**src/hdl/jcrs_pkg.sv**
```systemverilog
// Shared types and constants for the joint command ramp smoother.
// Used by the top level of the smoother; depends on nothing else.
package jcrs_pkg;

  // Number of joints per item and the width of the ramp length register.
  localparam int unsigned JOINTS = 6;
  localparam int unsigned TICK_W = 10;
  localparam int unsigned JNT_W  = (JOINTS > 1) ? $clog2(JOINTS) : 1;

  // Item opcodes.
  localparam logic OP_STEP = 1'b0;
  localparam logic OP_HOLD = 1'b1;

  // Sequencer states of the top level.
  typedef enum logic [2:0] {
    ST_IDLE,
    ST_PREP,
    ST_CALC,
    ST_LOAD,
    ST_MUL,
    ST_DIV,
    ST_EMIT
  } state_e;

endpackage

```
**src/hdl/jcrs_mul.sv**
```systemverilog
// Bit-serial shift-and-add multiplier: one multiplier bit per cycle.
// Depends on nothing; instantiated by the ramp smoother top level.
module jcrs_mul #(
  parameter int unsigned AW = 16,
  parameter int unsigned BW = 10
) (
  input  logic            clk_i,
  input  logic            rst_ni,
  input  logic            start_i,
  input  logic [AW-1:0]   a_i,
  input  logic [BW-1:0]   b_i,
  output logic            done_o,
  output logic [AW+BW-1:0] prod_o
);

  localparam int unsigned PW = AW + BW;
  localparam int unsigned CW = $clog2(BW + 1);

  logic          busy_q, busy_d;
  logic          done_q, done_d;
  logic [CW-1:0] cnt_q, cnt_d;
  logic [PW-1:0] acc_q, acc_d;
  logic [PW-1:0] mcand_q, mcand_d;
  logic [BW-1:0] mplier_q, mplier_d;

  // One partial product is added per cycle while busy.
  always_comb begin
    busy_d   = busy_q;
    done_d   = 1'b0;
    cnt_d    = cnt_q;
    acc_d    = acc_q;
    mcand_d  = mcand_q;
    mplier_d = mplier_q;
    if (start_i) begin
      busy_d   = 1'b1;
      cnt_d    = CW'(BW);
      acc_d    = '0;
      mcand_d  = PW'(a_i);
      mplier_d = b_i;
    end else if (busy_q) begin
      if (mplier_q[0]) begin
        acc_d = acc_q + mcand_q;
      end
      mcand_d  = {mcand_q[PW-2:0], 1'b0};
      mplier_d = {1'b0, mplier_q[BW-1:1]};
      cnt_d    = cnt_q - CW'(1);
      if (cnt_q == CW'(1)) begin
        busy_d = 1'b0;
        done_d = 1'b1;
      end
    end
  end

  // Control state.
  always_ff @(posedge clk_i or negedge rst_ni) begin
    if (!rst_ni) begin
      busy_q <= 1'b0;
      done_q <= 1'b0;
      cnt_q  <= '0;
    end else begin
      busy_q <= busy_d;
      done_q <= done_d;
      cnt_q  <= cnt_d;
    end
  end

  // Shift registers of the datapath.
  always_ff @(posedge clk_i) begin
    acc_q    <= acc_d;
    mcand_q  <= mcand_d;
    mplier_q <= mplier_d;
  end

  assign done_o = done_q;
  assign prod_o = acc_q;

endmodule

```
**src/hdl/jcrs_div.sv**
```systemverilog
// Restoring divider that produces one quotient bit per cycle.
// Depends on nothing; instantiated by the ramp smoother top level.
module jcrs_div #(
  parameter int unsigned QW = 16,
  parameter int unsigned DW = 11
) (
  input  logic               clk_i,
  input  logic               rst_ni,
  input  logic               start_i,
  input  logic [QW+DW-1:0]   num_i,
  input  logic [DW-1:0]      den_i,
  output logic               done_o,
  output logic [QW-1:0]      quo_o
);

  localparam int unsigned NW = QW + DW;
  localparam int unsigned CW = $clog2(QW + 1);

  logic          busy_q, busy_d;
  logic          done_q, done_d;
  logic [CW-1:0] cnt_q, cnt_d;
  logic [DW-1:0] rem_q, rem_d;
  logic [QW-1:0] sh_q, sh_d;
  logic [DW-1:0] den_q, den_d;
  logic [DW:0]   trial;
  logic          ge;

  // The upper numerator bits already lie below the divisor, because the
  // quotient fits in QW bits, so only the low QW bits are shifted through.
  always_comb begin
    trial  = {rem_q, sh_q[QW-1]};
    ge     = (trial >= {1'b0, den_q});
    busy_d = busy_q;
    done_d = 1'b0;
    cnt_d  = cnt_q;
    rem_d  = rem_q;
    sh_d   = sh_q;
    den_d  = den_q;
    if (start_i) begin
      busy_d = 1'b1;
      cnt_d  = CW'(QW);
      rem_d  = num_i[NW-1:QW];
      sh_d   = num_i[QW-1:0];
      den_d  = den_i;
    end else if (busy_q) begin
      rem_d = ge ? DW'(trial - {1'b0, den_q}) : trial[DW-1:0];
      sh_d  = {sh_q[QW-2:0], ge};
      cnt_d = cnt_q - CW'(1);
      if (cnt_q == CW'(1)) begin
        busy_d = 1'b0;
        done_d = 1'b1;
      end
    end
  end

  // Control state.
  always_ff @(posedge clk_i or negedge rst_ni) begin
    if (!rst_ni) begin
      busy_q <= 1'b0;
      done_q <= 1'b0;
      cnt_q  <= '0;
    end else begin
      busy_q <= busy_d;
      done_q <= done_d;
      cnt_q  <= cnt_d;
    end
  end

  // Remainder, numerator/quotient shift register and divisor.
  always_ff @(posedge clk_i) begin
    rem_q <= rem_d;
    sh_q  <= sh_d;
    den_q <= den_d;
  end

  assign done_o = done_q;
  assign quo_o  = sh_q;

endmodule

```
**src/hdl/joint_command_ramp_smoother_unit.sv**
```systemverilog
// Top level of the joint command ramp smoother: ramp state, sequencer, output register.
// Depends on jcrs_pkg, jcrs_mul and jcrs_div.
//
//   channel  | handshake                   | payload
//   ---------+-----------------------------+--------------------------------------
//   input    | in_valid_i / in_stall_o     | opcode_i, joint_0_i .. joint_5_i
//   result   | out_valid_o / out_stall_i   | smooth_0_o .. smooth_5_o,
//            |                             | ramp_active_o, hold_flag_o
//   config   | cfg_we_i                    | cfg_wdata_i (smoothing ticks)
//
// A hold item passes through the prepare state and emits no result. A step item
// with ticks of 0 or 1 goes from the calculate state straight to the emit state;
// otherwise each joint goes through the serial multiplier and the serial divider
// in turn before the result is emitted.
// Reset clears the counter, the flags and the ramp length; the ramp vectors
// are loaded by the first item after reset.
// A finished result waits in the output register while the next item is
// taken in; that item stalls only when its own result would overwrite it.
module joint_command_ramp_smoother_unit #(
  parameter int unsigned POS_WIDTH = 16
) (
  input  logic                                 clk_i,
  input  logic                                 rst_ni,
  input  logic                                 cfg_we_i,
  input  logic [jcrs_pkg::TICK_W-1:0]          cfg_wdata_i,
  input  logic                                 in_valid_i,
  output logic                                 in_stall_o,
  input  logic                                 opcode_i,
  input  logic signed [POS_WIDTH-1:0]          joint_0_i,
  input  logic signed [POS_WIDTH-1:0]          joint_1_i,
  input  logic signed [POS_WIDTH-1:0]          joint_2_i,
  input  logic signed [POS_WIDTH-1:0]          joint_3_i,
  input  logic signed [POS_WIDTH-1:0]          joint_4_i,
  input  logic signed [POS_WIDTH-1:0]          joint_5_i,
  output logic                                 out_valid_o,
  input  logic                                 out_stall_i,
  output logic signed [POS_WIDTH-1:0]          smooth_0_o,
  output logic signed [POS_WIDTH-1:0]          smooth_1_o,
  output logic signed [POS_WIDTH-1:0]          smooth_2_o,
  output logic signed [POS_WIDTH-1:0]          smooth_3_o,
  output logic signed [POS_WIDTH-1:0]          smooth_4_o,
  output logic signed [POS_WIDTH-1:0]          smooth_5_o,
  output logic                                 ramp_active_o,
  output logic                                 hold_flag_o
);

  import jcrs_pkg::*;

  localparam int unsigned PRODW = POS_WIDTH + TICK_W;
  localparam int unsigned DENW  = TICK_W + 1;
  localparam int unsigned NUMW  = POS_WIDTH + DENW;

  state_e state_q, state_d;

  logic [TICK_W-1:0]           ticks_q;
  logic [TICK_W-1:0]           cnt_q;
  logic [TICK_W-1:0]           c_q;
  logic                        primed_q;
  logic                        hold_q;
  logic                        op_q;
  logic [JNT_W-1:0]            jnt_q;
  logic                        neg_q;
  logic                        out_valid_q;

  logic signed [POS_WIDTH-1:0] din_q    [JOINTS];
  logic signed [POS_WIDTH-1:0] start_q  [JOINTS];
  logic signed [POS_WIDTH-1:0] target_q [JOINTS];
  logic signed [POS_WIDTH-1:0] smooth_q [JOINTS];
  logic signed [POS_WIDTH-1:0] res_q    [JOINTS];
  logic                        ract_q;
  logic                        hflag_q;

  logic signed [POS_WIDTH-1:0] din_w    [JOINTS];
  logic                        accept;
  logic                        differ;
  logic                        no_smooth;
  logic [TICK_W:0]             cnt_inc;
  logic [TICK_W-1:0]           c_next;
  logic [POS_WIDTH:0]          diff;
  logic [POS_WIDTH:0]          diff_abs;
  logic [POS_WIDTH-1:0]        mag;
  logic                        last_jnt;
  logic                        mul_start;
  logic                        mul_done;
  logic [PRODW-1:0]            prod;
  logic                        div_start;
  logic                        div_done;
  logic [NUMW-1:0]             num;
  logic [DENW-1:0]             den;
  logic [POS_WIDTH-1:0]        quo;
  logic                        emit;

  // Gather the joint ports into one array.
  assign din_w[0] = joint_0_i;
  assign din_w[1] = joint_1_i;
  assign din_w[2] = joint_2_i;
  assign din_w[3] = joint_3_i;
  assign din_w[4] = joint_4_i;
  assign din_w[5] = joint_5_i;

  // A new desired vector restarts the ramp when any joint differs from the target.
  always_comb begin
    differ = 1'b0;
    for (int i = 0; i < JOINTS; i++) begin
      if (din_q[i] != target_q[i]) begin
        differ = 1'b1;
      end
    end
  end

  // Ramp position for this step, saturated at the ramp length.
  assign no_smooth = (ticks_q <= TICK_W'(1));
  assign cnt_inc   = {1'b0, cnt_q} + (TICK_W + 1)'(1);
  assign c_next    = (cnt_inc > {1'b0, ticks_q}) ? ticks_q : cnt_inc[TICK_W-1:0];

  // Magnitude and sign of target minus start for the current joint.
  assign diff     = {target_q[jnt_q][POS_WIDTH-1], target_q[jnt_q]}
                  - {start_q[jnt_q][POS_WIDTH-1], start_q[jnt_q]};
  assign diff_abs = diff[POS_WIDTH] ? (POS_WIDTH + 1)'(-diff) : diff;
  assign mag      = diff_abs[POS_WIDTH-1:0];
  assign last_jnt = (jnt_q == JNT_W'(JOINTS - 1));

  // Rounded quotient: (2 * mag * c + ticks) / (2 * ticks).
  assign num = {prod, 1'b0} + NUMW'(ticks_q);
  assign den = {ticks_q, 1'b0};

  jcrs_mul #(
    .AW (POS_WIDTH),
    .BW (TICK_W)
  ) u_mul (
    .clk_i   (clk_i),
    .rst_ni  (rst_ni),
    .start_i (mul_start),
    .a_i     (mag),
    .b_i     (c_q),
    .done_o  (mul_done),
    .prod_o  (prod)
  );

  jcrs_div #(
    .QW (POS_WIDTH),
    .DW (DENW)
  ) u_div (
    .clk_i   (clk_i),
    .rst_ni  (rst_ni),
    .start_i (div_start),
    .num_i   (num),
    .den_i   (den),
    .done_o  (div_done),
    .quo_o   (quo)
  );

  // Next state of the sequencer.
  always_comb begin
    state_d = state_q;
    case (state_q)
      ST_IDLE: begin
        if (in_valid_i) begin
          state_d = ST_PREP;
        end
      end
      ST_PREP: begin
        state_d = (op_q == OP_HOLD) ? ST_IDLE : ST_CALC;
      end
      ST_CALC: begin
        state_d = no_smooth ? ST_EMIT : ST_LOAD;
      end
      ST_LOAD: begin
        state_d = ST_MUL;
      end
      ST_MUL: begin
        if (mul_done) begin
          state_d = ST_DIV;
        end
      end
      ST_DIV: begin
        if (div_done) begin
          state_d = last_jnt ? ST_EMIT : ST_LOAD;
        end
      end
      ST_EMIT: begin
        if (!out_valid_q || !out_stall_i) begin
          state_d = ST_IDLE;
        end
      end
      default: begin
        state_d = ST_IDLE;
      end
    endcase
  end

  // Sequencer outputs.
  always_comb begin
    in_stall_o = 1'b1;
    mul_start  = 1'b0;
    div_start  = 1'b0;
    emit       = 1'b0;
    case (state_q)
      ST_IDLE: in_stall_o = 1'b0;
      ST_LOAD: mul_start  = 1'b1;
      ST_MUL:  div_start  = mul_done;
      ST_EMIT: emit       = !out_valid_q || !out_stall_i;
      default: begin
        in_stall_o = 1'b1;
      end
    endcase
  end

  assign accept = in_valid_i && !in_stall_o;

  // Control state: sequencer, configuration, counters and flags.
  always_ff @(posedge clk_i or negedge rst_ni) begin
    if (!rst_ni) begin
      state_q     <= ST_IDLE;
      ticks_q     <= '0;
      cnt_q       <= '0;
      primed_q    <= 1'b0;
      hold_q      <= 1'b0;
      jnt_q       <= '0;
      out_valid_q <= 1'b0;
    end else begin
      state_q <= state_d;
      if (cfg_we_i) begin
        ticks_q <= cfg_wdata_i;
      end
      case (state_q)
        ST_PREP: begin
          if (op_q == OP_HOLD) begin
            hold_q <= 1'b1;
          end
          if (!primed_q) begin
            primed_q <= 1'b1;
            cnt_q    <= ticks_q;
          end else if ((op_q == OP_HOLD) || differ) begin
            cnt_q <= '0;
          end
        end
        ST_CALC: begin
          jnt_q <= '0;
          if (!no_smooth && (cnt_q < ticks_q)) begin
            cnt_q <= cnt_q + TICK_W'(1);
          end
        end
        ST_DIV: begin
          if (div_done && !last_jnt) begin
            jnt_q <= jnt_q + JNT_W'(1);
          end
        end
        default: begin
          jnt_q <= jnt_q;
        end
      endcase
      if (emit) begin
        out_valid_q <= 1'b1;
      end else if (!out_stall_i) begin
        out_valid_q <= 1'b0;
      end
    end
  end

  // Ramp vectors, captured item and the output register.
  always_ff @(posedge clk_i) begin
    if (accept) begin
      op_q <= opcode_i;
      for (int i = 0; i < JOINTS; i++) begin
        din_q[i] <= din_w[i];
      end
    end
    case (state_q)
      ST_PREP: begin
        // The first item snaps everything; later hold items or new targets retarget from the smoothed value.
        if (!primed_q) begin
          for (int i = 0; i < JOINTS; i++) begin
            start_q[i]  <= din_q[i];
            target_q[i] <= din_q[i];
            smooth_q[i] <= din_q[i];
          end
        end else if ((op_q == OP_HOLD) || differ) begin
          for (int i = 0; i < JOINTS; i++) begin
            start_q[i]  <= smooth_q[i];
            target_q[i] <= din_q[i];
          end
        end
      end
      ST_CALC: begin
        c_q <= c_next;
        if (no_smooth) begin
          for (int i = 0; i < JOINTS; i++) begin
            smooth_q[i] <= target_q[i];
          end
        end
      end
      ST_LOAD: begin
        neg_q <= diff[POS_WIDTH];
      end
      ST_DIV: begin
        if (div_done) begin
          smooth_q[jnt_q] <= neg_q ? start_q[jnt_q] - $signed(quo)
                                   : start_q[jnt_q] + $signed(quo);
        end
      end
      default: begin
        c_q <= c_q;
      end
    endcase
    if (emit) begin
      for (int i = 0; i < JOINTS; i++) begin
        res_q[i] <= smooth_q[i];
      end
      ract_q  <= (cnt_q < ticks_q);
      hflag_q <= hold_q;
    end
  end

  assign out_valid_o   = out_valid_q;
  assign smooth_0_o    = res_q[0];
  assign smooth_1_o    = res_q[1];
  assign smooth_2_o    = res_q[2];
  assign smooth_3_o    = res_q[3];
  assign smooth_4_o    = res_q[4];
  assign smooth_5_o    = res_q[5];
  assign ramp_active_o = ract_q;
  assign hold_flag_o   = hflag_q;

  // A result appears only after the sequencer reaches its emit state.
  a_rise_from_emit: assert property (@(posedge clk_i) disable iff (!rst_ni)
    $rose(out_valid_q) |-> $past(state_q == ST_EMIT))
    else $error("result raised outside the emit state");

  // The multiplier finishes only while the sequencer waits for it.
  a_mul_done_state: assert property (@(posedge clk_i) disable iff (!rst_ni)
    mul_done |-> (state_q == ST_MUL))
    else $error("multiplier finished outside its wait state");

  // The divider finishes only while the sequencer waits for it.
  a_div_done_state: assert property (@(posedge clk_i) disable iff (!rst_ni)
    div_done |-> (state_q == ST_DIV))
    else $error("divider finished outside its wait state");

  // The joint index stays within the vector while a joint is worked on.
  a_jnt_range: assert property (@(posedge clk_i) disable iff (!rst_ni)
    (state_q == ST_LOAD) |-> (jnt_q <= JNT_W'(JOINTS - 1)))
    else $error("joint index out of range");

  // Emitting over a result that is still stalled must never happen.
  a_no_overwrite: assert property (@(posedge clk_i) disable iff (!rst_ni)
    (emit && out_valid_q) |-> !out_stall_i)
    else $error("stalled result overwritten");

endmodule
```
**config.mk**
```make
export PLATFORM = sky130hd
export DESIGN_NAME = joint_command_ramp_smoother_unit
export DESIGN_NICKNAME = d
export VERILOG_FILES = /design/src/hdl/jcrs_pkg.sv /design/src/hdl/jcrs_mul.sv /design/src/hdl/jcrs_div.sv /design/src/hdl/joint_command_ramp_smoother_unit.sv
export SDC_FILE = /design/constraint.sdc
export NUM_CORES = 1
export LEC_CHECK = 0
export BUFFER_PORTS_ARGS = -buffer_cell sky130_fd_sc_hd__buf_2
export CORE_ASPECT_RATIO = 0.8
export CORE_MARGIN = 2
export CORE_UTILIZATION = 55
export CTS_CLUSTER_SIZE = 10
export DETAILED_ROUTE_END_ITERATION = 10
export GPL_TIMING_DRIVEN = 0
export PLACE_DENSITY = 0.73
export SLEW_MARGIN = 20
export SYNTH_ARGS = -nofsm -noshare
export SYNTH_HDL_FRONTEND = slang
export SYNTH_HIERARCHICAL = 1
export SYNTH_SLANG_ARGS = --single-unit
```
**constraint.sdc**
```tcl
create_clock -name clk_i -period 13.22 [get_ports clk_i]
set_clock_uncertainty 0.1 [all_clocks]
set_input_delay 1.322 -clock clk_i [delete_from_list [all_inputs] [get_ports clk_i]]
set_output_delay 1.322 -clock clk_i [all_outputs]
set_load 0.005 [all_outputs]
```
==> impl_metrics.ini <==
[timing]
rsz0062_at_grt = false
setup_viol = 0
report.final.slew_viol_count = 0
fmax_ghz = 0.123
slew_headroom = 0.125
timing.final.crit_share = 0.614
hold_violations = 0
tightest_slew_ns = 1.30
whs_ns = 0.337
period_minus_slack_ns = 8.11

[power]
p_sw_frac = 0.404
internal-power_mw = 5.35
vdd_drop_max_mv = 0.150
p_leak_nw = 14.1
clock_power_share = 0.214
power.switching_mw = 3.63
p_total_mw = 8.97
power_density_nw_per_um2 = 241
seqPwrFrac = 0.362
p_comb_frac = 0.424

[setup_path]
rrSetupSlack_ns = 5.11
crit_required_ns = 13.45
cp_max_fo = 10
crit_slowest_cell = xnor2_1
critPathTopFamily = buffers and inverters
critical_path_arrival_ns = 8.34
crit_buf_inv = 5
start_kind = flop
crit_chain = clkbuf_1, clkbuf_1, buf_1, buf_1, mux2i_1, a21o_1, ha_1, inv_1, fa_1, a21o_1, a21o_1, a21oi_1, o21ai_0, a211oi_1, nor3_1, xnor2_1, o21ai_0
worstSetupPathType = flop to flop
cp-end-kind = flop
crit_path_frequent_cell = a21o_1
slowest_delay_ns = 1.01

[yosys]
syn_nets = 2811
async_reset_ff_frac = 0.0660
ys_warn_count = 6
synth-seq-area-share = 0.574
syn_area_sq_um = 32300
syn_inst = 2589
synth_enable_flop_cells = 558
synthFlopType = edfxtp_1
syn_avg_cell_area_sq_um = 12.5
synth_cell_types = 101
ys_ff_latch = 636

[placement]
dp_cells = 3592
portBuffers = 210
hpwl_um = 83800
place.gp.congestion = 1.05

[drt]
dr.pass1.iters = 7
post-route-drc-count = 0
wl_per_cell_um = 29.9
drt_wl_total_um = 111000
drtIter0Drc = 3864
ant_nets = 0
via_count = 23900
via_per_inst = 6.45

[floorplan]
die_width_um = 275
coreArea_sq_um = 58100
die-height_um = 221
initial_core_util = 0.555
rows = 79
ioPinCount = 212
die_area_sq_um = 60600

[final_layout]
layout.nets = 3124
fin_cells = 3708
syn_to_final_growth_pct = 15.2
drive_above_1_share = 0.205

[global_routing]
overflow = 0
track_usage = 0.365
use_met1 = 0.555
grt_pass1_vias = 22600
met2_usage = 0.499
top_usage_layer = met1
grt_pass1_wl_um = 157000
antenna_found_initial = 12
grt_use_met3 = 0.115
grt_max_degree = 58

[clocking]
cts_root_buffer = clkbuf_16
cts_resized = 0
numCtsBuffers = 76
cts_setup_buffers = 0
clkSinkCount = 636
hold_buffers = 0
cts_max_level = 3
cts.clk_slew.worst_paths_ns = 0.06
clockBufferDepth = 3
cts_tree = yes
insertion_delay_ns = 0.64

[flow_run]
maxCapViolations = 0

[run_status]
status = complete, no violations

[worst_hold_path]
hold_class = flop to flop
power by group through the flow:
| stage | clock network [mW] | logic, mW | registers (mW) |
|---|---|---|---|
| after floorplan | 0 | 2.27 | 3.20 |
| after global placement | 0 | 3.36 | 3.42 |
| after detailed placement | 0 | 3.65 | 3.26 |
| after CTS | 1.94 | 3.68 | 3.23 |
| after global routing | 2.01 | 4.00 | 3.28 |
| final | 1.92 | 3.80 | 3.25 |
area by class of cell:
| cell class | count | area [sq um] |
|---|---|---|
| fillers | 4424 | 21000 |
| repair buffers | 235 | 1580 |
| inverters | 105 | 394 |
| flip-flops and latches | 636 | 18500 |
| clock buffers | 99 | 2030 |
| diodes | 2 | 5.00 |
| multi-input cells | 1739 | 13000 |
| clock inverters | 14 | 184 |
| plain buffers | 109 | 509 |
| well taps | 769 | 962 |
registers in the layout (all words and copies together), names as in the netlist, 3 cells and up:
signal,count
u_mul/prod_o,26
u_div/den_q,11
smooth_q,96
u_mul/mcand_q,26
cnt_q,10
u_mul/cnt_q,4
jnt_q,3
u_div/rem_q,11
start_q,96
state_q,3
target_q,96
u_div/cnt_q,5
ticks_q,10
u_mul/mplier_q,10
res_q,96
c_q,10
din_q,96
u_div/quo_o,16
final timing paths:
| path | start | cells after the start | endpoint |
|---|---|---|---|
| setup / recovery | jnt_q[0] | 17 | smooth_q[5][12] |
| hold / removal | smooth_q[0][13] | 0 | res_q[0][13] |
| setup reg to reg | jnt_q[0] | 17 | smooth_q[5][12] |
| hold reg to reg | smooth_q[0][13] | 0 | res_q[0][13] |
| max in group asynchronous | rst_ni | 1 | cnt_q[1] |
| min in group asynchronous | rst_ni | 1 | u_div/cnt_q[4] |
routing by layer:
layer | vias up | part of all wire
met5 | - | 0.00030
met4 | 6 | 0.028
met3 | 213 | 0.14
met2 | 1613 | 0.40
met1 | 11800 | 0.43
li1 | 10300 | -
Yosys cell counts, types with 45 or more instances:
cell type	count	area, sq um
o21ai_0	144	721
mux2i_1	92	921
nand2_1	162	608
ha_1	105	1310
nor2_1	192	721
mux2_2	147	1660
xnor2_1	127	1110
inv_1	103	387
a21oi_1	166	831
xor2_1	45	394
clkbuf_1	67	251
edfxtp_1	558	16800
logic make-up after synthesis:
kind of cell	share of synthesized area
DFF	0.574
and+or+nand+nor	0.0915
AOI/OAI and AO/OA	0.111
muxes	0.105
buffers and inverters	0.0280
xor gates and xnor gates	0.0467
adders and majority gates	0.0438
other	0.000116
layout by cell type (no fill, tap or decap), types with 92 or more instances in the layout:
master / count
edfxtp_1: 558
a21oi_1: 163
mux2_2: 147
mux2i_1: 92
nand2_1: 162
inv_1: 103
buf_2: 225
xnor2_1: 122
o21ai_0: 143
nor2_1: 192
ha_1: 105
stage by stage:
step,setup slack [ns],cell area [sq um],utilization,setup TNS (ns)
after floorplan,2.13,32300,-,0
after global placement,-3.56,34300,0.590,-711.62
after detailed placement,5.59,34900,0.601,0
after CTS,5.59,37100,0.639,0
after global routing,5.16,37200,0.639,0
final,5.11,37200,0.639,0
No activity file was read; power rests on OpenSTA's default activity.
